**src/design/styled_text_code_decoder_assert.svh**
```systemverilog
// assertion helpers shared by the decoder modules
// every use is clocked on i_clk and muted while i_rst_n is low
`ifndef STYLED_TEXT_CODE_DECODER_ASSERT_SVH
`define STYLED_TEXT_CODE_DECODER_ASSERT_SVH

// property must hold at every clock edge out of reset
`define STCD_ASSERT(lbl, prop) \
    lbl: assert property (@(posedge i_clk) disable iff (!i_rst_n) (prop)) \
        else $error("stcd assertion failed");

// condition must never be seen at a clock edge out of reset
`define STCD_NEVER(lbl, cond) \
    lbl: assert property (@(posedge i_clk) disable iff (!i_rst_n) !(cond)) \
        else $error("stcd forbidden condition seen");

`endif

```
**src/design/stcd_pkg.sv**
```systemverilog
`timescale 1ns / 1ps
`default_nettype none

package stcd_pkg;

    // counter widths
    localparam int LINE_BITS = 16;
    localparam int COL_BITS  = 16;
    localparam int OUT_BITS  = 16;

    // result queue
    localparam int FIFO_DEPTH = 4;
    localparam int PTR_BITS   = $clog2(FIFO_DEPTH);
    localparam int CNT_BITS   = $clog2(FIFO_DEPTH + 1);

    // byte codes
    localparam logic [7:0] B_TAB        = 8'h09;
    localparam logic [7:0] B_LF         = 8'h0A;
    localparam logic [7:0] B_VT         = 8'h0B;
    localparam logic [7:0] B_FF         = 8'h0C;
    localparam logic [7:0] B_CR         = 8'h0D;
    localparam logic [7:0] B_SPACE      = 8'h20;
    localparam logic [7:0] B_TILDE      = 8'h7E;
    localparam logic [7:0] B_DASH       = 8'h2D;
    localparam logic [7:0] B_JUST_A     = 8'h81;
    localparam logic [7:0] B_ALIGN_LEFT = 8'h82;
    localparam logic [7:0] B_JUST_B     = 8'h86;
    localparam logic [7:0] B_UNDER_ON   = 8'h94;
    localparam logic [7:0] B_UNDER_OFF  = 8'h95;
    localparam logic [7:0] B_BOLD_OFF   = 8'h9C;
    localparam logic [7:0] B_BOLD_ON    = 8'h9D;
    localparam logic [7:0] B_HARD_SPACE = 8'hA0;
    localparam logic [7:0] B_HYPHEN_A   = 8'hA9;
    localparam logic [7:0] B_HYPHEN_B   = 8'hAA;
    localparam logic [7:0] B_HYPHEN_C   = 8'hAB;
    localparam logic [7:0] B_SOFT_HYP_A = 8'hAD;
    localparam logic [7:0] B_SOFT_HYP_B = 8'hAE;
    localparam logic [7:0] B_ITAL_ON    = 8'hB2;
    localparam logic [7:0] B_ITAL_OFF   = 8'hB3;
    localparam logic [7:0] B_CENTER     = 8'hC3;
    localparam logic [7:0] B_RIGHT      = 8'hC4;
    localparam logic [7:0] B_EXT_GATE   = 8'hE1;

    // gate lengths after the opening byte
    localparam logic [5:0] ALIGN_GATE_LEFT = 6'd4;
    localparam logic [5:0] EXT_GATE_LEFT   = 6'd2;

    // style bits
    localparam logic [2:0] STY_BOLD  = 3'b001;
    localparam logic [2:0] STY_ITAL  = 3'b010;
    localparam logic [2:0] STY_UNDER = 3'b100;

    // alignment codes
    localparam logic [1:0] AL_LEFT    = 2'd0;
    localparam logic [1:0] AL_CENTER  = 2'd1;
    localparam logic [1:0] AL_RIGHT   = 2'd2;
    localparam logic [1:0] AL_JUSTIFY = 2'd3;

    // break kinds
    localparam logic [1:0] BRK_PARA = 2'd0;
    localparam logic [1:0] BRK_SOFT = 2'd1;
    localparam logic [1:0] BRK_HYPH = 2'd2;
    localparam logic [1:0] BRK_EOD  = 2'd3;

    // error codes
    localparam logic [2:0] ERR_CENTER_TRUNC = 3'd0;
    localparam logic [2:0] ERR_RIGHT_TRUNC  = 3'd2;
    localparam logic [2:0] ERR_EXT_TRUNC    = 3'd4;
    localparam logic [2:0] ERR_SKIP_TRUNC   = 3'd6;
    localparam logic [2:0] ERR_UNSUPPORTED  = 3'd7;

    // total length of codes 0xC0..0xFF: 0 variable, 1 single byte, n fixed
    localparam logic [5:0] CODE_LEN [64] = '{
        6'd6, 6'd4, 6'd3, 6'd5, 6'd5, 6'd6, 6'd4, 6'd6,
        6'd8, 6'd42, 6'd3, 6'd6, 6'd4, 6'd3, 6'd4, 6'd3,
        6'd6, 6'd0, 6'd0, 6'd4, 6'd4, 6'd4, 6'd6, 6'd0,
        6'd4, 6'd4, 6'd4, 6'd4, 6'd0, 6'd1, 6'd1, 6'd1,
        6'd1, 6'd0, 6'd0, 6'd4, 6'd0, 6'd0, 6'd0, 6'd6,
        6'd1, 6'd1, 6'd1, 6'd1, 6'd1, 6'd1, 6'd1, 6'd1,
        6'd0, 6'd0, 6'd0, 6'd0, 6'd0, 6'd0, 6'd0, 6'd0,
        6'd0, 6'd0, 6'd0, 6'd0, 6'd0, 6'd0, 6'd0, 6'd1};

    typedef enum logic [1:0] {
        EV_CHAR  = 2'd0,
        EV_LINE  = 2'd1,
        EV_RUN   = 2'd2,
        EV_ERROR = 2'd3
    } t_event;

    typedef struct packed {
        t_event              event_res;
        logic [7:0]          char_code;
        logic                extended;
        logic [OUT_BITS-1:0] line_index;
        logic [OUT_BITS-1:0] column;
        logic [OUT_BITS-1:0] run_end;
        logic [2:0]          style;
        logic [1:0]          align;
        logic [1:0]          break_kind;
        logic [2:0]          error_code;
        logic                last;
    } t_result;

    // up to two results written into the queue by one byte
    typedef struct packed {
        logic [1:0] cnt;
        t_result    first;
        t_result    second;
    } t_push;

    function automatic t_result blank_result();
        t_result r;
        r = '0;
        return r;
    endfunction

endpackage

`default_nettype wire

```
**src/design/stcd_core.sv**
```systemverilog
`timescale 1ns / 1ps
`default_nettype none
`include "styled_text_code_decoder_assert.svh"

module stcd_core (
    input  wire logic          i_clk,
    input  wire logic          i_rst_n,
    input  wire logic          i_take,
    input  wire logic          i_end_doc,
    input  wire logic [7:0]    i_byte,
    output stcd_pkg::t_push    o_push
);
    import stcd_pkg::*;

    typedef enum logic [1:0] {
        MODE_IDLE,
        MODE_SKIP_FIXED,
        MODE_SKIP_GATE,
        MODE_GATE
    } t_mode;

    localparam logic [LINE_BITS-1:0] LINE_MAX = {LINE_BITS{1'b1}};
    localparam logic [COL_BITS-1:0]  COL_MAX  = {COL_BITS{1'b1}};

    t_mode                r_mode, n_mode;
    logic [5:0]           r_left, n_left;
    logic [7:0]           r_gate, n_gate;
    logic [7:0]           r_held, n_held;
    logic [LINE_BITS-1:0] r_line, n_line;
    logic [COL_BITS-1:0]  r_col, n_col;
    logic [COL_BITS-1:0]  r_open_col, n_open_col;
    logic [2:0]           r_run_style, n_run_style;
    logic [2:0]           r_style, n_style;
    logic [1:0]           r_align, n_align;
    logic                 r_halted, n_halted;

    logic                 run_v;
    logic                 main_v;
    t_result              run_res;
    t_result              main_res;
    logic                 flush_ok;
    logic [5:0]           left_dec;
    logic [5:0]           len;
    logic [2:0]           gate_err;
    logic [OUT_BITS-1:0]  line_out;
    logic [OUT_BITS-1:0]  col_out;
    logic [LINE_BITS-1:0] line_inc;
    logic [COL_BITS-1:0]  col_inc;

    // shared pieces of the decode
    assign line_out = OUT_BITS'(r_line);
    assign col_out  = OUT_BITS'(r_col);
    assign line_inc = (r_line == LINE_MAX) ? r_line : r_line + 1'b1;
    assign col_inc  = (r_col == COL_MAX) ? r_col : r_col + 1'b1;
    assign flush_ok = (r_col > r_open_col) && (r_run_style != 3'd0);
    assign left_dec = (r_left != 6'd0) ? r_left - 6'd1 : r_left;
    assign len      = CODE_LEN[i_byte[5:0]];
    assign gate_err = (r_gate == B_CENTER) ? ERR_CENTER_TRUNC :
                      (r_gate == B_RIGHT)  ? ERR_RIGHT_TRUNC  : ERR_EXT_TRUNC;

    // open run report, built from the state before this byte
    always_comb begin
        run_res            = blank_result();
        run_res.event_res  = EV_RUN;
        run_res.line_index = line_out;
        run_res.column     = OUT_BITS'(r_open_col);
        run_res.run_end    = col_out;
        run_res.style      = r_run_style;
    end

    // byte decode and next state
    always_comb begin
        n_mode      = r_mode;
        n_left      = r_left;
        n_gate      = r_gate;
        n_held      = r_held;
        n_line      = r_line;
        n_col       = r_col;
        n_open_col  = r_open_col;
        n_run_style = r_run_style;
        n_style     = r_style;
        n_align     = r_align;
        n_halted    = r_halted;
        run_v       = 1'b0;
        main_v      = 1'b0;
        main_res    = blank_result();
        main_res.line_index = line_out;

        if (i_take && !r_halted) begin
            if (i_end_doc) begin
                if (r_mode == MODE_SKIP_FIXED || r_mode == MODE_SKIP_GATE) begin
                    main_v              = 1'b1;
                    main_res.event_res  = EV_ERROR;
                    main_res.column     = col_out;
                    main_res.error_code = ERR_SKIP_TRUNC;
                    n_halted            = 1'b1;
                end else if (r_mode == MODE_GATE) begin
                    main_v              = 1'b1;
                    main_res.event_res  = EV_ERROR;
                    main_res.column     = col_out;
                    main_res.error_code = gate_err;
                    n_halted            = 1'b1;
                end else begin
                    // close the run, report the last line, back to reset state
                    run_v               = flush_ok;
                    main_v              = 1'b1;
                    main_res.event_res  = EV_LINE;
                    main_res.align      = r_align;
                    main_res.break_kind = BRK_EOD;
                    n_mode      = MODE_IDLE;
                    n_left      = 6'd0;
                    n_gate      = 8'd0;
                    n_held      = 8'd0;
                    n_line      = '0;
                    n_col       = '0;
                    n_open_col  = '0;
                    n_run_style = 3'd0;
                    n_style     = 3'd0;
                    n_align     = AL_LEFT;
                end
            end else begin
                unique case (r_mode)
                    MODE_SKIP_FIXED: begin
                        n_left = left_dec;
                        if (left_dec == 6'd0) begin
                            n_mode = MODE_IDLE;
                        end
                    end
                    MODE_SKIP_GATE: begin
                        if (i_byte == r_gate) begin
                            n_mode = MODE_IDLE;
                        end
                    end
                    MODE_GATE: begin
                        n_left = left_dec;
                        if (r_gate == B_EXT_GATE && left_dec == 6'd1) begin
                            n_held = i_byte;
                        end
                        if (left_dec == 6'd0) begin
                            n_mode = MODE_IDLE;
                            if (i_byte != r_gate) begin
                                main_v              = 1'b1;
                                main_res.event_res  = EV_ERROR;
                                main_res.column     = col_out;
                                main_res.error_code = gate_err + 3'd1;
                                n_halted            = 1'b1;
                            end else if (r_gate == B_CENTER) begin
                                n_align = AL_CENTER;
                            end else if (r_gate == B_RIGHT) begin
                                n_align = AL_RIGHT;
                            end else begin
                                main_v             = 1'b1;
                                main_res.event_res = EV_CHAR;
                                main_res.char_code = r_held;
                                main_res.extended  = 1'b1;
                                main_res.column    = col_out;
                                n_col              = col_inc;
                            end
                        end
                    end
                    MODE_IDLE: begin
                        priority if (i_byte >= B_SPACE && i_byte <= B_TILDE) begin
                            main_v             = 1'b1;
                            main_res.event_res = EV_CHAR;
                            main_res.char_code = i_byte;
                            main_res.column    = col_out;
                            n_col              = col_inc;
                        end else begin
                            unique case (i_byte)
                                B_TAB, B_HARD_SPACE, B_HYPHEN_A, B_HYPHEN_B,
                                B_HYPHEN_C: begin
                                    main_v             = 1'b1;
                                    main_res.event_res = EV_CHAR;
                                    main_res.char_code =
                                        (i_byte == B_TAB) ? B_TAB :
                                        (i_byte == B_HARD_SPACE) ? B_SPACE : B_DASH;
                                    main_res.column    = col_out;
                                    n_col              = col_inc;
                                end
                                B_LF, B_FF, B_VT, B_CR, B_SOFT_HYP_A,
                                B_SOFT_HYP_B: begin
                                    run_v               = flush_ok;
                                    main_v              = 1'b1;
                                    main_res.event_res  = EV_LINE;
                                    main_res.align      = r_align;
                                    main_res.break_kind =
                                        (i_byte == B_LF || i_byte == B_FF) ? BRK_PARA :
                                        (i_byte == B_VT || i_byte == B_CR) ? BRK_SOFT :
                                        BRK_HYPH;
                                    n_line      = line_inc;
                                    n_col       = '0;
                                    n_open_col  = '0;
                                    n_run_style = r_style;
                                    if (i_byte == B_LF || i_byte == B_FF) begin
                                        n_align = AL_LEFT;
                                    end
                                end
                                B_BOLD_ON, B_BOLD_OFF, B_ITAL_ON, B_ITAL_OFF,
                                B_UNDER_ON, B_UNDER_OFF: begin
                                    unique case (i_byte)
                                        B_BOLD_ON:   n_style = r_style | STY_BOLD;
                                        B_BOLD_OFF:  n_style = r_style & ~STY_BOLD;
                                        B_ITAL_ON:   n_style = r_style | STY_ITAL;
                                        B_ITAL_OFF:  n_style = r_style & ~STY_ITAL;
                                        B_UNDER_ON:  n_style = r_style | STY_UNDER;
                                        default:     n_style = r_style & ~STY_UNDER;
                                    endcase
                                    // a real style change closes the open run
                                    if (n_style != r_run_style) begin
                                        run_v       = flush_ok;
                                        n_open_col  = r_col;
                                        n_run_style = n_style;
                                    end
                                end
                                B_JUST_A, B_JUST_B: begin
                                    n_align = AL_JUSTIFY;
                                end
                                B_ALIGN_LEFT: begin
                                    n_align = AL_LEFT;
                                end
                                B_CENTER, B_RIGHT: begin
                                    n_mode = MODE_GATE;
                                    n_gate = i_byte;
                                    n_left = ALIGN_GATE_LEFT;
                                end
                                B_EXT_GATE: begin
                                    n_mode = MODE_GATE;
                                    n_gate = i_byte;
                                    n_left = EXT_GATE_LEFT;
                                end
                                default: begin
                                    if (i_byte[7:6] == 2'b11) begin
                                        // 0xC0..0xFF code: multi-byte ones skipped, single-byte ones ignored
                                        if (len == 6'd0) begin
                                            n_mode = MODE_SKIP_GATE;
                                            n_gate = i_byte;
                                        end else if (len > 6'd1) begin
                                            n_mode = MODE_SKIP_FIXED;
                                            n_left = len - 6'd1;
                                        end
                                    end else if (i_byte[7:6] != 2'b10) begin
                                        main_v              = 1'b1;
                                        main_res.event_res  = EV_ERROR;
                                        main_res.column     = col_out;
                                        main_res.error_code = ERR_UNSUPPORTED;
                                        n_halted            = 1'b1;
                                    end
                                end
                            endcase
                        end
                    end
                    default: begin
                        n_mode = MODE_IDLE;
                    end
                endcase
            end
        end
    end

    // order the results for the queue, mark the last one
    always_comb begin
        o_push        = '0;
        o_push.cnt    = {1'b0, run_v} + {1'b0, main_v};
        o_push.second = main_res;
        o_push.second.last = 1'b1;
        if (run_v) begin
            o_push.first      = run_res;
            o_push.first.last = !main_v;
        end else begin
            o_push.first      = main_res;
            o_push.first.last = 1'b1;
        end
    end

    // decoder state
    always_ff @(posedge i_clk) begin
        if (!i_rst_n) begin
            r_mode      <= MODE_IDLE;
            r_left      <= 6'd0;
            r_gate      <= 8'd0;
            r_held      <= 8'd0;
            r_line      <= '0;
            r_col       <= '0;
            r_open_col  <= '0;
            r_run_style <= 3'd0;
            r_style     <= 3'd0;
            r_align     <= AL_LEFT;
            r_halted    <= 1'b0;
        end else begin
            r_mode      <= n_mode;
            r_left      <= n_left;
            r_gate      <= n_gate;
            r_held      <= n_held;
            r_line      <= n_line;
            r_col       <= n_col;
            r_open_col  <= n_open_col;
            r_run_style <= n_run_style;
            r_style     <= n_style;
            r_align     <= n_align;
            r_halted    <= n_halted;
        end
    end

    `STCD_ASSERT(a_halt_sticks, r_halted |=> r_halted)
    `STCD_NEVER(a_halt_silent, r_halted && o_push.cnt != 2'd0)
    `STCD_NEVER(a_two_needs_run, o_push.cnt == 2'd2 && !run_v)
    `STCD_ASSERT(a_col_saturates, (r_col == COL_MAX) |=> (r_col == COL_MAX || r_col == '0))

endmodule

`default_nettype wire

```
**src/design/stcd_out_fifo.sv**
```systemverilog
`timescale 1ns / 1ps
`default_nettype none
`include "styled_text_code_decoder_assert.svh"

module stcd_out_fifo (
    input  wire logic            i_clk,
    input  wire logic            i_rst_n,
    input  stcd_pkg::t_push      i_push,
    output logic                 o_room,
    output logic                 o_valid,
    input  wire logic            i_pop_ready,
    output stcd_pkg::t_result    o_data
);
    import stcd_pkg::*;

    t_result               r_mem [FIFO_DEPTH];
    logic [PTR_BITS-1:0]   r_wr_ptr, n_wr_ptr;
    logic [PTR_BITS-1:0]   r_rd_ptr, n_rd_ptr;
    logic [CNT_BITS-1:0]   r_count, n_count;
    logic [PTR_BITS-1:0]   wr_ptr_b;
    logic                  pop;

    // room for two more results keeps a byte from ever overrunning
    assign o_room  = r_count <= CNT_BITS'(FIFO_DEPTH - 2);
    assign o_valid = r_count != '0;
    assign o_data  = r_mem[r_rd_ptr];
    assign pop     = o_valid && i_pop_ready;

    // pointer and fill bookkeeping
    assign wr_ptr_b = r_wr_ptr + PTR_BITS'(1);
    assign n_wr_ptr = r_wr_ptr + PTR_BITS'(i_push.cnt);
    assign n_rd_ptr = r_rd_ptr + PTR_BITS'(pop);
    assign n_count  = r_count + CNT_BITS'(i_push.cnt) - CNT_BITS'(pop);

    // result storage
    always_ff @(posedge i_clk) begin
        if (i_push.cnt != 2'd0) begin
            r_mem[r_wr_ptr] <= i_push.first;
        end
        if (i_push.cnt == 2'd2) begin
            r_mem[wr_ptr_b] <= i_push.second;
        end
    end

    // control
    always_ff @(posedge i_clk) begin
        if (!i_rst_n) begin
            r_wr_ptr <= '0;
            r_rd_ptr <= '0;
            r_count  <= '0;
        end else begin
            r_wr_ptr <= n_wr_ptr;
            r_rd_ptr <= n_rd_ptr;
            r_count  <= n_count;
        end
    end

    `STCD_NEVER(a_push_without_room, i_push.cnt != 2'd0 && !o_room)
    `STCD_NEVER(a_overfill, r_count > CNT_BITS'(FIFO_DEPTH))
    `STCD_ASSERT(a_pop_drains, (pop && i_push.cnt == 2'd0) |=> r_count == $past(r_count) - 1'b1)

endmodule

`default_nettype wire

```
**src/design/styled_text_code_decoder.sv**
```systemverilog
// Styled text code decoder: turns a word-processor document byte stream into
// character, line end, styled run and error events.
// Slave side: one transfer per document byte; i_s_tuser high marks the end of
// the document (the byte is then ignored). Master side: one transfer per
// event; o_m_tlast marks the last event caused by one input transfer.
// The events of a byte enter the queue when the byte is accepted and are
// offered on the master side once older events have left. Throughput: one byte
// per cycle while events leave one per cycle; a byte that closes a styled run
// and ends a line gives two events, so the master side may then set the pace.
// Events wait in a four-entry queue; o_s_tready drops while fewer than two
// entries are free, so a stalled receiver stalls the sender after at most
// two or three bytes that give events, and nothing is lost.
// Reset (i_rst_n low, synchronous) clears the parser state and empties the
// queue. After an error event the block swallows every byte with no event
// until reset. End of document outside a code or gate resets the parser.
`timescale 1ns / 1ps
`default_nettype none

module styled_text_code_decoder (
    input  wire logic        i_clk,
    input  wire logic        i_rst_n,
    input  wire logic        i_s_tvalid,
    output logic             o_s_tready,
    input  wire logic [7:0]  i_s_tdata,   // [7:0] in_byte
    input  wire logic        i_s_tuser,   // [0] action
    output logic             o_m_tvalid,
    input  wire logic        i_m_tready,
    output logic [71:0]      o_m_tdata,   // [7:0] char_code, [8] extended,
                                          // [24:9] line_index, [40:25] column,
                                          // [56:41] run_end, [59:57] style,
                                          // [61:60] align, [63:62] break_kind,
                                          // [66:64] error_code, [71:67] zero
    output logic [1:0]       o_m_tuser,   // [1:0] event_res
    output logic             o_m_tlast    // last
);
    import stcd_pkg::*;

    t_push   push;
    t_result res;
    logic    room;
    logic    take;

    // input transfer
    assign o_s_tready = room;
    assign take       = i_s_tvalid && room;

    stcd_core u_core (
        .i_clk     (i_clk),
        .i_rst_n   (i_rst_n),
        .i_take    (take),
        .i_end_doc (i_s_tuser),
        .i_byte    (i_s_tdata),
        .o_push    (push)
    );

    stcd_out_fifo u_fifo (
        .i_clk       (i_clk),
        .i_rst_n     (i_rst_n),
        .i_push      (push),
        .o_room      (room),
        .o_valid     (o_m_tvalid),
        .i_pop_ready (i_m_tready),
        .o_data      (res)
    );

    // pack the event onto the master side
    assign o_m_tdata = {5'd0, res.error_code, res.break_kind, res.align, res.style,
                        res.run_end, res.column, res.line_index, res.extended,
                        res.char_code};
    assign o_m_tuser = res.event_res;
    assign o_m_tlast = res.last;

endmodule

`default_nettype wire

```
**config.mk**
```make
export PLATFORM = sky130hd
export DESIGN_NAME = styled_text_code_decoder
export DESIGN_NICKNAME = d
export VERILOG_FILES = /design/src/design/stcd_pkg.sv /design/src/design/stcd_core.sv /design/src/design/stcd_out_fifo.sv /design/src/design/styled_text_code_decoder.sv
export VERILOG_INCLUDE_DIRS = /design/src /design/src/design
export SDC_FILE = /design/constraint.sdc
export NUM_CORES = 1
export LEC_CHECK = 0
export BUFFER_PORTS_ARGS = -buffer_cell sky130_fd_sc_hd__buf_2
export CAP_MARGIN = 5
export CELL_PAD_IN_SITES_DETAIL_PLACEMENT = 1
export CELL_PAD_IN_SITES_GLOBAL_PLACEMENT = 1
export CORE_MARGIN = 2
export CORE_UTILIZATION = 40
export DETAILED_ROUTE_END_ITERATION = 8
export PLACE_DENSITY = 0.73
export SLEW_MARGIN = 20
export SYNTH_ARGS = -nofsm -noshare
export SYNTH_HDL_FRONTEND = slang
export SYNTH_SLANG_ARGS = --single-unit
```
**constraint.sdc**
```tcl
create_clock -name i_clk -period 7.9 [get_ports i_clk]
set_input_delay 0 -clock i_clk [delete_from_list [all_inputs] [get_ports i_clk]]
set_output_delay 0 -clock i_clk [all_outputs]
set_load 0.02 [all_outputs]
```
======== Word level (Yosys, flattened, before mapping) ========
Memories as Yosys holds them, arrays and structs flattened. A register that Yosys moved wholly into a read port is not among the register bits.
Cells that the tools add are included.
word-level totals
  register bits ........................... 88
  memory bits (writable) .................. 280
  bits in read-only memories .............. 384
  bits of input ports ..................... 13
  logic and storage cells ................. 320
  memories ................................ 2
operators by class
  $add $sub $neg .......................... 11
  $lt $le $gt $ge ......................... 6
  equality and inequality tests ........... 68
  multiplexer cells ....................... 167
  bitwise logic cells ..................... 1
  reduce and logical (&&, ||, !) cells .... 51
memories
  memory            words  width  rd ports  clocked after Yosys merged registers in  wr ports  line                 text
  (name not given)  64     6      1         0                                        0         stcd_core.sv:57      assign len = CODE_LEN[i_byte[5:0]];
  u_fifo.r_mem      4      70     1         1                                        2         stcd_out_fifo.sv:16  t_result r_mem [FIFO_DEPTH];
operators with widths
  operator                                              count
  two-way mux 16 bit                                    29
  equality test 8 bit (second input constant)           21
  case mux 16 bit (2 select lines)                      5
  two-way mux 8 bit                                     12
  two-way mux 3 bit                                     24
  two-way mux 70 bit                                    1
  two-way mux 6 bit                                     10
  two-way mux 2 bit                                     25
  equality test 8 x 4 -> 1 bit (second input constant)  5
  two-way mux 9 bit                                     4
  adder 16 x 1 -> 16 bit (second input constant)        2
  equality test 16 bit (second input constant)          2
  two-way mux 1 bit                                     30
  != test 3 bit (second input constant)                 10
  AND reduction 9 bit                                   3
  OR reduction 23 bit                                   1
  two-way mux 11 bit                                    2
  two-way mux 7 bit                                     3
  AND reduction 7 bit                                   3
  nonzero test 3 bit                                    7
  two-way mux 4 bit                                     5
  != test 5 x 2 -> 1 bit (second input constant)        4
  case mux 10 bit (2 select lines)                      1
  OR reduction 20 bit                                   1
  other kinds (56)                                      94

======== Logic depth before layout (Yosys ltp) ========
Gate-level depths: netlist of run 1.
  word-level depth ........................ 18
  gate-level depth with buffers ........... 19
  depth with buffers taken out ............ 15

======== Hierarchy ========
Synthesis of run 1 repeated with hierarchy kept, for this count alone.
second synthesis, totals
  cells, all modules ...................... 1,669
  area total of the unflattened synthesis .. 20,915.1 sq um
modules (own cells, without submodules)
  module                    times used  cells each  area each (sq um)  seq. area each (sq um)
  stcd_out_fifo             1           723         13,898.3           8,548.2
  stcd_core                 1           939         6,969.2            1,621.6
  styled_text_code_decoder  1           7           47.5               0.0

======== Least setup slack after synthesis of run 1 ========
OpenSTA, ideal clock, no wires.
  path kind ............................... flip-flop to flip-flop
  from .................................... register u_core.r_left[0]
  to ...................................... memory u_fifo.r_mem[2][1] (netlist name), enable pin
  library setup time ...................... 431 ps
  arrival ................................. 5,185 ps
  data required time ...................... 7,469 ps
  slack ................................... 2,284 ps
  cell stages (with the launch flop) ...... 16
  cell sequence ........................... dfxtp_1 -> inv_1 -> ha_1 -> or3b_4 -> or4_4 -> a2111oi_0 -> nand2_1 -> a21oi_1 -> o21ai_0 -> ha_1 -> or3_1 -> clkbuf_1 -> and2_1 -> clkbuf_1 -> inv_1 -> clkbuf_1
RTL lines
  element                 line                 text
  start, declared         stcd_core.sv:26      logic [5:0] r_left, n_left;
  start signal, assigned  stcd_core.sv:291     r_left <= n_left;
  end, declared           stcd_out_fifo.sv:16

==> results of run 1 <==
[routing by layer]
metal	routed length (um)	share of wire (%)
met1	24600	45
met2	25700	47
met3	3060	5.6
met4	1270	2.3
met5	0	0
[power by group through the flow]
stage	sequential [mW]	clock, mW	combinational [mW]
final	2.28	1.79	1.30
after global routing	2.31	1.90	1.39
after CTS	2.29	1.83	1.31
after detailed placement	2.33	0	1.30
after global placement	2.32	0	1.29
after floorplan	2.25	0	0.935
[flip-flops by register name, indices dropped and copies added, names as in the netlist]
name,cells
u_fifo.r_wr_ptr,2
u_core.r_align,2
u_core.col_out,16
u_core.r_held,8
u_fifo.r_mem,280
u_core.line_out,16
u_core.r_left,6
u_fifo.r_count,3
u_core.r_open_col,16
u_core.r_style,3
u_core.r_run_style,3
u_core.r_gate,8
u_core.r_mode,2
u_fifo.r_rd_ptr,2
u_core.r_halted,1
[layout make-up]
| type | instances | area share, % |
|---|---|---|
| clock buffer | 55 | 5.39 |
| multi-input combinational | 1087 | 40.0 |
| clock inverter | 19 | 0.596 |
| tap | 600 | 3.65 |
| timing repair buffer | 121 | 3.54 |
| sequential | 368 | 45.6 |
| inverter | 65 | 1.19 |
[cell usage in the layout, fill, tap and decap left out, drive strengths merged, types with 9 or more instances in the layout]
master	Yosys	final
buf	38	119
xnor2	9	9
ha	41	41
a32o	33	33
nor4	9	9
inv	63	64
a21oi	83	83
nand3	55	55
dfxtp	168	168
clkbuf	112	55
nor2	144	144
o211ai	28	28
mux4	71	71
nand4	17	17
edfxtp	200	200
nand2	108	108
o21ai	58	58
and2	41	41
nor2b	13	13
a22o	79	79
clkinv	2	19
mux2i	25	25
a31oi	12	12
and3	43	43
xor2	21	21
nor3	27	27
[stage by stage]
stage          cells  utilization (%)  worst slack, ns
2_1_floorplan   1670                -             2.28
5_1_grt         2315             45.3             1.18
3_3_place_gp    2237             42.5             1.80
4_1_cts         2313             45.2             1.57
3_5_place_dp    2237             42.5             1.59
6_report        2315             45.3             1.54
[worst max-delay path by stage]
stage               slack [ns]  depth (start not counted)             endpoint
finish                    1.54                         13  u_fifo.r_mem[0][46]
global route              1.18                         13  u_fifo.r_mem[0][44]
CTS                       1.57                         13  u_fifo.r_mem[0][44]
detailed placement        1.59                         13  u_fifo.r_mem[0][47]
global placement          1.80                         13  u_fifo.r_mem[0][46]
floorplan                 2.28                         15   u_fifo.r_mem[2][1]
[critical path, cell delays in order (launching register included)]
cell and delay (ns):
dfxtp_1 0.64, ha_1 0.26, nand4_1 0.16, nor4_1 0.83, a211oi_1 0.21, and4_1 0.32, a31oi_2 0.50, inv_1 0.57
ha_1 0.43, nand3_1 0.13, and2_1 0.85, inv_2 0.58, buf_4 0.40, and2_1 0.20
[cells by family (layout without fill, tap and decap cells)]
kind of cell	after synthesis	in the layout	share of synthesized area, %
other	1	5	0.0204
xor gates and xnor gates	30	30	1.43
and+or+nand+nor	523	523	14.5
muxes	97	97	10.1
DFF	368	368	50.9
buffers and inverters	215	260	4.62
adders and majority gates	42	42	2.90
AOI/OAI and AO/OA	390	390	15.5
[repair_timing]
item,in CTS,in global routing
hold buffers,2,0
hold endpoints to repair,2,0
setup buffers,0,0
==> impl_results.md, run 1 <==
* Area delta synth->final at 11.8%
* Number of distinct library cells after synthesis at 87
* Crit start category: register
* Cell area power density at roughly 260 nW/um^2
* Largest net degree at the start of global routing at 65
* Overall Global Routing Usage at between 20% and 30%
* CP required at between 8 and 9 ns
* Period minus WS final at 6.36 ns
* Worst min-delay path class: in -> reg
* Avg Cell Area, Syn at 11.0 sq um
* Asr flop ratio synth at 0%
* Reg-to-reg startpoint: u_core.col_out[13]
* ANT nets after route at 0
* Starting Density at between 40% and 50%
* Max H-tree Level at 2
* Pint at between 3 and 4 mW
* Ratio of cells with drive above 1 in the final layout at about 17%
* Worst slew pin tran at about 1.1 ns
* Placed instance area at 19,300 sq um
* Synth Flop Type: edfxtp_1
* Hold Path Depth at 4
* Full die area at 47,700 sq um
* Vias per cell at around 6.0
* Fin crit share at 80.5%
* Clock network power share at 33.4%
* Reg clk slew, reported paths at roughly 0.060 ns
* DP Wirelength at 35,900 um
* Peak VDD IR at 0.131 mV
* CTS tree: built
* First-pass GRT wire length at between 80,000 and 90,000 um
* Critical path type: reg -> reg
* Largest cells by area after synthesis: edfxtp_1 33%, dfxtp_1 18%, mux4_2 8.7%
* Layout filler cell count at approximately 4.9k
* Std cell rows at 78
* CTS Sinks at 368
* Wirelength per Cell at 23.6 um
* Ys Warns at 0
* Die Width at 218 um
* Overflow after GRT at 0
* Share of the synthesized area in the top cell type at about 33%
* Power, Total at 5.37 mW
* Post-Synthesis Cells at 1,666
* CP Data Arrival Time at 6.67 ns
* Met3 Use GR at 4.44%
* Worst Hold End: u_fifo.r_rd_ptr[0]
* Multi-input logic area at 8230 sq um
* Antenna fix cells at 0
* Logic pwr share at 24.1%
* DR iter-0 viols at 1,072
* Fmax at 157 MHz
* Clock latency on the worst-skew pair at 0.56 ns
* Fin. max-slew vios at 0
* Max-Cap Viols at 0
* P_sw at 1.71 mW
* Clock skew at 0.0143 ns
* Global route hottest layer: met2
* Reg2reg path depth at 13
* Port Buf Inserts at 84
* Most frequent cell after synthesis: edfxtp_1
* Post-synth EDFFs at 200
* Seq pwr share at 42.5%
* Final WL at 54,700 um
* Relative slew slack at 23.8%
* Total CTS buffers at 40
* Core area at around 45,000 sq um
* Post-synthesis sequential area ratio at 50.9%
* Total number of vias at 13.9k
* # setup viols final at 0
* Yosys top cell by area: edfxtp_1
* Final std cell area, no fill at 20,600 sq um
* GR Util met1 at 31.8%
* Switching Fraction at 31.8%
* Worst setup path startpoint: u_core.col_out[13]
* Vias in the first global route at 14.5k
* Synth Register Bits at 368
* Final GP Congestion at 0.878
* R2R Setup Slk at 1.54 ns
* Worst hold margin at about 0.020 ns
* Initial antenna violation count at 0
* Post-synth design cell area at 18,400 sq um
* Post-CTS Resized at 0
* Final hold vios at 0
* P_leak at 7.17 nW
* Global-route met2 utilization at 37.1%
* Worst setup EP type: register
* Nets at 1,738
* I/O pin count at 90
* DRT Pass-1 Iters at 5
* Final TNS setup at 0 ns
* Remaining DRCs at 0
* RSZ-0062 raised after global routing: false
* Crit path max fanout at 25
* Flip-flop and latch area at approximately 9400 sq um
* Post-synth top cells: 200 x edfxtp_1, 168 x dfxtp_1, 144 x nor2_1
* Worst hold start: i_m_tready
* Reg2Reg Capture Point: u_fifo.r_mem[0][46]
* Worst-case clock buffer depth at 3
* Die H at 218 um
* Root buf cell: clkbuf_16
* Outcome: completed
Note: power is estimated with default switching activity, not from simulation.
==> inputs of run 2 (changes only) <==
- ABC_AREA: default -> 1
- PLACE_DENSITY: 0.73 -> 0.79
- clock period: 7.9 -> 5.3 ns (I/O delays scaled with it)
==> run 2 against run 1 <==
Cell count grew 38%. Clock skew grew 0.023 ns. Final area increased by 6.6%. Highest routed layer unchanged. Non-clock buffer count increased by 3. Die area grew 5.6%. Synthesized area is 5.7% higher. Global-route usage is 2.6 points higher. Core utilization increased by 0.50 points. Clock-buffer cell count is 1 higher. Flip-flop and latch count unchanged. Largest cell class unchanged. Largest power group is now combinational logic. Setup slack got worse by 0.63 ns.
==> impl_results.md, run 2 <==
* Switching Fraction at 41.1% (was 31.8%)
* Pint at 6.29 mW (was 3.67 mW)
* Fmax at 228 MHz (was 157 MHz)
* R2R Setup Slk at 0.92 ns (was 1.54 ns)
* Top reg by flops: u_fifo.r_mem (unchanged)
* Die Width at 225 um (was 218 um)
* Fin. max-slew vios at 0 (unchanged)
* GR Util met1 at 33.4% (was 31.8%)
* Cell area power density at 487 nW/um^2 (was 261 nW/um^2)
* Most frequent cells in the layout: 563 x nand2_1, 453 x nor2_1, 242 x o21ai_0 (was 200 x edfxtp_1, 166 x dfxtp_1, 140 x nor2_1)
* Placed instance area at 20,400 sq um (was 19,300 sq um)
* Max H-tree Level at 2 (unchanged)
* CP dominant cell by count: nand2_1
* Final std cell area, no fill at 21,900 sq um (was 20,600 sq um)
* Largest net degree at the start of global routing at 96 (was 65)
* Global route hottest layer: met2 (unchanged)
* First-pass GRT wire length at 102,000 um (was 85,400 um)
* Post-synthesis sequential area ratio at 48.2% (was 50.9%)
* Seq pwr share at 33.5% (was 42.5%)
* Root buf cell: clkbuf_16 (unchanged)
* P_leak at 8.99 nW (was 7.17 nW)
* Worst min-delay path class: in -> reg (unchanged)
* Ys Warns at 0 (unchanged)
* Clock network power share at 29.6% (was 33.4%)
* Synth Register Bits at 368 (unchanged)
* Reg2reg path depth at 21 (was 13)
* Setup ws final at 0.917 ns (was 1.54 ns)
* Reg clk slew, reported paths at 0.06 ns (about the same)
* RSZ-0062 raised after global routing: false (unchanged)
* Die H at 225 um (was 218 um)
* Fin crit share at 82.7% (was 80.5%)
* Synth Flop Type: edfxtp_1 (unchanged)
* Core area at 47,800 sq um (was 45,400 sq um)
* Most frequent cell after synthesis: nand2_1 (was edfxtp_1)
* Largest delay share family, worst path: buffers and inverters (was simple AND/OR/NAND/NOR gates)
* CTS tree: built (unchanged)
* DP Wirelength at 42,400 um (was 35,900 um)
* Vias in the first global route at 18.6k (was 14.5k)
* Final TNS setup at 0 ns (unchanged)
* P_sw at 4.38 mW (was 1.71 mW)
* CP Data Arrival Time at 4.84 ns (was 6.67 ns)
* Share of the synthesized area in the top cell type at 30.9% (was 32.7%)
* Largest register FFs at 280 (unchanged)
* Post-synthesis mux area share at 0% (was 10.1%)
* CP Cell Sequence: inv_1, ha_1, nand2_1, nor2_4, nand2_1, nand3_1, nand2_1, nor2_1, nand2_1, o22ai_1, nand2_1, a21oi_1, ha_1, inv_1, nor3_2, inv_1, nand2_2, clkinv_1, buf_4, nand2_1, nand2_1 (was ha_1, nand4_1, nor4_1, a211oi_1, and4_1, a31oi_2, inv_1, ha_1, nand3_1, and2_1, inv_2, buf_4, and2_1)
* ANT nets after route at 0 (unchanged)
* Placement Setup Slack at 0.966 ns (was 1.59 ns)
* Worst slew pin tran at 1.01 ns (was 1.14 ns)
* Crit path max fanout at 26 (was 25)
* Post-Synth XOR/XNOR Area at 0.585% (was 1.43%)
* Yosys top cell by area: edfxtp_1 (unchanged)
* # setup viols final at 0 (unchanged)
* Clock latency on the worst-skew pair at 0.58 ns (was 0.56 ns)
* Remaining DRCs at 0 (unchanged)
* Total CTS buffers at 43 (was 40)
* Largest cells by area after synthesis: edfxtp_1 31%, dfxtp_1 17%, nand2_1 11% (was edfxtp_1 33%, dfxtp_1 18%, mux4_2 8.7%)
* Overall Global Routing Usage at 25.7% (was 23.1%)
* Port Buf Inserts at 84 (unchanged)
* Total number of vias at 18.0k (was 13.9k)
* Post-synth design cell area at 19,400 sq um (was 18,400 sq um)
* Max stage delay on crit path at 0.67 ns (was 0.85 ns)
* Nets at 2,612 (was 1,738)
* Global-route met2 utilization at 43.9% (was 37.1%)
* Worst path depth at 21 (was 13)
* Ratio of cells with drive above 1 in the final layout at 10.9% (was 16.6%)
* DRT Pass-1 Iters at 5 (unchanged)
* Outcome: completed (unchanged)
* Final WL at 65,000 um (was 54,700 um)
* Clock skew at 0.0370 ns (was 0.0143 ns)
* Vias per cell at 5.63 (was 6.00)
* Synth Area in Adders at 2.74% (was 2.90%)
* Compound-gate portion of the synthesized area at 12.2% (was 15.5%)
* Worst path bufs/invs at 5 (was 3)
* Relative slew slack at 32.7% (was 23.8%)
* Max-Cap Viols at 0 (unchanged)
* I/O pin count at 90 (unchanged)
* DR iter-0 viols at 1,261 (was 1,072)
* Post-synth EDFFs at 200 (unchanged)
* Worst-case clock buffer depth at 3 (unchanged)
* CP max stage cell: clkinv_1 (was and2_1)
* Critical path type: reg -> reg (unchanged)
* Final hold vios at 0 (unchanged)
* Worst setup EP type: register (unchanged)
* Area delta synth->final at 12.7% (was 11.8%)
* Std cell rows at 80 (was 78)
* Post-Synthesis Cells at 2,512 (was 1,666)
* Crit start category: register (unchanged)
* Largest family of logic cells by synthesized area: simple AND/OR/NAND/NOR gates (was compound AO/OA/AOI/OAI gates)
* Antenna fix cells at 0 (unchanged)
* Post-synth top cells: 567 x nand2_1, 453 x nor2_1, 242 x o21ai_0 (was 200 x edfxtp_1, 168 x dfxtp_1, 144 x nor2_1)
* Starting Density at 40.7% (was 40.5%)
* Initial antenna violation count at 0 (unchanged)
* Most common cell after layout, fill and taps aside: nand2_1 (was edfxtp_1)
* Logic pwr share at 36.9% (was 24.1%)
* CP required at 5.76 ns (was 8.21 ns)
* Met3 Use GR at 3.10% (was 4.44%)
* Hold Path Depth at 6 (was 4)
* Peak VDD IR at 0.218 mV (was 0.131 mV)
* Asr flop ratio synth at 0% (unchanged)
* Simple-gate share of the synthesized area at 29.7% (was 14.5%)
* CTS Sinks at 368 (unchanged)
* Avg Cell Area, Syn at 7.74 sq um (was 11.0 sq um)
* Number of distinct library cells after synthesis at 47 (was 87)
* Overflow after GRT at 0 (unchanged)
* Wirelength per Cell at 20.3 um (was 23.6 um)
* Final GP Congestion at 0.902 (was 0.878)
* Full die area at 50,400 sq um (was 47,700 sq um)
* Period minus WS final at 4.38 ns (was 6.36 ns)
-- run 2: cell types whose count changed after synthesis, sizes merged, moves of 66 or more --
cell and delta:
nand2 +475, nor2 +334, o21ai +200, nand3 +154
inv +108, a22o -79, mux4 -71, o22ai +66
-- run 2: logic make-up after synthesis --
kind of cell,count (synthesis)
adders and majority gates,42
DFF,368
buffers and inverters,306
and+or+nand+nor,1339
AOI/OAI and AO/OA,443
xor gates and xnor gates,13
other,1
-- run 2: cell type report --
class	count	area, sq um
well taps	615	769
multi-input cells	1842	8870
fillers	5870	25900
flip-flops and latches	368	9370
clock inverters	21	270
clock buffers	56	1220
inverters	178	671
repair buffers	124	736
-- run 2: worst reg2reg max path: cells and delay by family, from the launching register on --
kind	cells	cell delay [ns]
compound gates	2	0.50
buf+inv	5	1.52
fa+ha+maj	2	0.44
simple gates	12	1.50
flops	1	0.31
-- run 2: metrics by stage --
stage	utilization, %	power (mW)	cells	hold slack (ns)
after floorplan	-	6.17	2516	0.141
after global placement	42.5	7.37	3121	0.347
after detailed placement	42.5	7.52	3121	0.353
after CTS	45.8	10.7	3204	0.0358
after global routing	45.8	11.2	3204	0.120
final	45.8	10.7	3204	0.0497
-- run 2: worst paths after layout --
path | start | to
worst max register to register | u_core.r_left[0] | u_fifo.r_mem[0][26]
worst min-delay path | i_s_tdata[1] | u_core.r_left[3]
worst min register to register | u_fifo.r_mem[3][18] | u_fifo.r_mem[3][18]
worst max-delay path | u_core.r_left[0] | u_fifo.r_mem[0][26]
-- run 2: routing by layer --
metal,wire length (um),vias up
met5,0,-
met4,2100,0
met3,3730,129
met2,30800,559
met1,28400,8880
li1,-,8466
-- run 2: power by group through the flow --
stage,Sequential [mW],Clock (mW),Combinational (mW)
floorplan,3.52,0,2.65
global placement,3.60,0,3.77
detailed placement,3.62,0,3.90
CTS,3.57,3.20,3.94
global route,3.60,3.30,4.30
finish,3.57,3.16,3.94
-- run 2: repair_timing --
action,CTS,global route
hold endpoints to repair,11,0
hold buffers,6,0
setup buffers,0,0
resized for setup,0,0
endpoints found under the setup margin,0,0
==> inputs of run 3 (changes only) <==
- PLACE_DENSITY: 0.79 -> 0.77
- clock period: 5.3 -> 4.1 ns (I/O delays scaled with it)
==> run 3 against run 2 <==
Sequential share of layout area hardly changed. Power is 27% higher. First-iteration DRC count is 6.3% lower. Non-clock buffer count is 5 higher. Via count is 1.3% lower. Setup slack worse by 0.65 ns. Global-route usage is 0.50 points lower. Clock-buffer cell count is 8 higher. Combinational power is 32% higher. Largest cell class unchanged.
==> impl_results.md, run 3 (synthesis results as in run 2) <==
* Antenna fix cells at 0 (unchanged)
* Max-Cap Viols at 0 (unchanged)
* Fin crit share at 93.5% (was 82.7%)
* DR iter-0 viols at 1,182 (was 1,261)
* Cell area power density at 618 nW/um^2 (was 487 nW/um^2)
* Final WL at 63,200 um (was 65,000 um)
* Area delta synth->final at 12.7% (about the same)
* Remaining DRCs at 0 (unchanged)
* Logic pwr share at 38.3% (was 36.9%)
* CP required at 4.34 ns (was 5.76 ns)
* Worst-case clock buffer depth at 3 (unchanged)
* CP Data Arrival Time at 4.07 ns (was 4.84 ns)
* Total number of vias at 17.8k (was 18.0k)
* Core area at 47,800 sq um (unchanged)
* Port Buf Inserts at 84 (unchanged)
* Most common cell after layout, fill and taps aside: nand2_1 (unchanged)
* Max H-tree Level at 2 (unchanged)
* First-pass GRT wire length at 101,000 um (was 102,000 um)
* DRT Pass-1 Iters at 5 (unchanged)
* Worst hold margin at 0.0288 ns (was 0.0497 ns)
* Std cell rows at 80 (unchanged)
* Worst setup EP type: register (unchanged)
* RSZ-0062 raised after global routing: false (unchanged)
* Wirelength per Cell at 19.7 um (was 20.3 um)
* Full die area at 50,400 sq um (unchanged)
* Die Width at 225 um (unchanged)
* Crit start category: register (unchanged)
* Most frequent cells in the layout: 562 x nand2_1, 452 x nor2_1, 242 x o21ai_0 (was 563 x nand2_1, 453 x nor2_1, 242 x o21ai_0)
* Reg clk slew, reported paths at 0.06 ns (about the same)
* Vias per cell at 5.55 (was 5.63)
* Initial antenna violation count at 0 (unchanged)
* Root buf cell: clkbuf_16 (unchanged)
* Total CTS buffers at 42 (was 43)
* Seq pwr share at 33.9% (was 33.5%)
* Overflow after GRT at 0 (unchanged)
* Setup ws final at 0.265 ns (was 0.917 ns)
* Clock latency on the worst-skew pair at 0.58 ns (about the same)
* I/O pin count at 90 (unchanged)
* Worst slew pin tran at 1.02 ns (was 1.01 ns)
* Overall Global Routing Usage at 25.2% (was 25.7%)
* Final hold vios at 0 (unchanged)
* Ratio of cells with drive above 1 in the final layout at 10.9% (about the same)
* P_sw at 5.65 mW (was 4.38 mW)
* Final core occ at 45.8% (about the same)
* Clock skew at 0.0224 ns (was 0.0370 ns)
* Starting Density at 40.7% (unchanged)
* Relative slew slack at 32.3% (was 32.7%)
* Nets at 2,616 (was 2,612)
* DP Wirelength at 41,900 um (was 42,400 um)
* CTS Sinks at 368 (unchanged)
* Switching Fraction at 41.7% (was 41.1%)
* Final TNS setup at 0 ns (unchanged)
* # Post-CTS Setup Buffers at 0 (unchanged)
* Fin. max-slew vios at 0 (unchanged)
* Die H at 225 um (unchanged)
* Period minus WS final at 3.83 ns (was 4.38 ns)
* Worst min-delay path class: in -> reg (unchanged)
* Outcome: completed (unchanged)
* Top reg by flops: u_fifo.r_mem (unchanged)
* Largest net degree at the start of global routing at 93 (was 96)
* Pint at 7.89 mW (was 6.29 mW)
* Placement Setup Slack at 0.192 ns (was 0.966 ns)
* Clock network power share at 27.8% (was 29.6%)
* Fmax at 261 MHz (was 228 MHz)
* Final GP Congestion at 0.921 (was 0.902)
* Crit path max fanout at 24 (was 26)
* # setup viols final at 0 (unchanged)
* Critical path type: reg -> reg (unchanged)
* Largest register FFs at 280 (unchanged)
* ANT nets after route at 0 (unchanged)
* Vias in the first global route at 18.8k (was 18.6k)
* Peak VDD IR at 0.317 mV (was 0.218 mV)
* Layout filler cell count at 5,854 (was 5,870)
* P_leak at 8.98 nW (was 8.99 nW)
* CTS tree: built (unchanged)
[run 3: changes by cell type in the layout (fill, tap and decap cells not counted), sizes merged]
cell and change:
buf +6, bufinv -5, clkbuf +9, clkinv -1, clkinvlp -2, dlygate4sd3 -2
[run 3: critical path, stage by stage, from the launching register on]
cell     delay, ns
dfxtp_1       0.31
inv_1         0.15
ha_1          0.22
nand2_1       0.10
nor2_4        0.15
nand2_1       0.13
nand3_1       0.15
nand2_1       0.07
nor2_2        0.18
nand2_1       0.15
o22ai_1       0.25
nand2_1       0.09
a21oi_1       0.23
inv_1         0.08
ha_1          0.30
nor3_2        0.24
inv_1         0.10
nand2_4       0.18
buf_4         0.38
[run 3: worst paths after layout]
| path | slack [ns] | start | cells after the start | to |
|---|---|---|---|---|
| worst min register to register | 0.45 | u_fifo.r_mem[2][21] | 2 | u_fifo.r_mem[2][21] |
| worst min-delay path | 0.03 | i_s_tdata[1] | 6 | u_core.r_left[3] |
| worst max register to register | 0.27 | u_core.r_left[0] | 18 | u_fifo.r_mem[3][67] |
| worst max-delay path | 0.27 | u_core.r_left[0] | 18 | u_fifo.r_mem[3][67] |
[run 3: through the flow]
stage / instances / instance area, sq um / total power [mW]
after floorplan: 2516 / 19500 / 7.97
after global placement: 3127 / 20500 / 9.61
after detailed placement: 3127 / 20500 / 9.79
after CTS: 3208 / 21900 / 13.6
after global routing: 3209 / 21900 / 14.3
final: 3209 / 21900 / 13.5
[run 3: repair_timing]
| action | 4_1_cts | 5_1_grt |
|---|---|---|
| hold endpoints to repair | 4 | 0 |
| gates resized for setup | 0 | 8 |
| setup endpoints to repair | 0 | 184 |
| hold buffers | 4 | 0 |
[run 3: layout make-up]
class                           count  area [sq um]  share of cell area, %
Clock buffer                       64          1240                   5.67
Sequential cell                   368          9370                   42.8
Inverter                          178           673                   3.07
Tap cell                          615           769                   3.51
Clock inverter                     13           129                  0.588
Timing Repair Buffer              129           835                   3.81
Multi-Input combinational cell   1842          8890                   40.6
[run 3: routing by layer]
layer / up-vias / share of wire [%] / global-route usage, %
li1: 8481 / - / -
met1: 8785 / 44 / 32.3
met2: 443 / 49 / 43.9
met3: 96 / 5.0 / 3.42
met4: 0 / 2.5 / 8.10
met5: - / 0 / 0
[run 3: power groups by stage]
stage / logic, mW / clock network [mW] / registers [mW]
2_1_floorplan: 3.43 / 0 / 4.53
3_3_place_gp: 4.97 / 0 / 4.64
3_5_place_dp: 5.13 / 0 / 4.66
4_1_cts: 5.16 / 3.83 / 4.59
5_1_grt: 5.68 / 3.96 / 4.64
6_report: 5.19 / 3.76 / 4.59
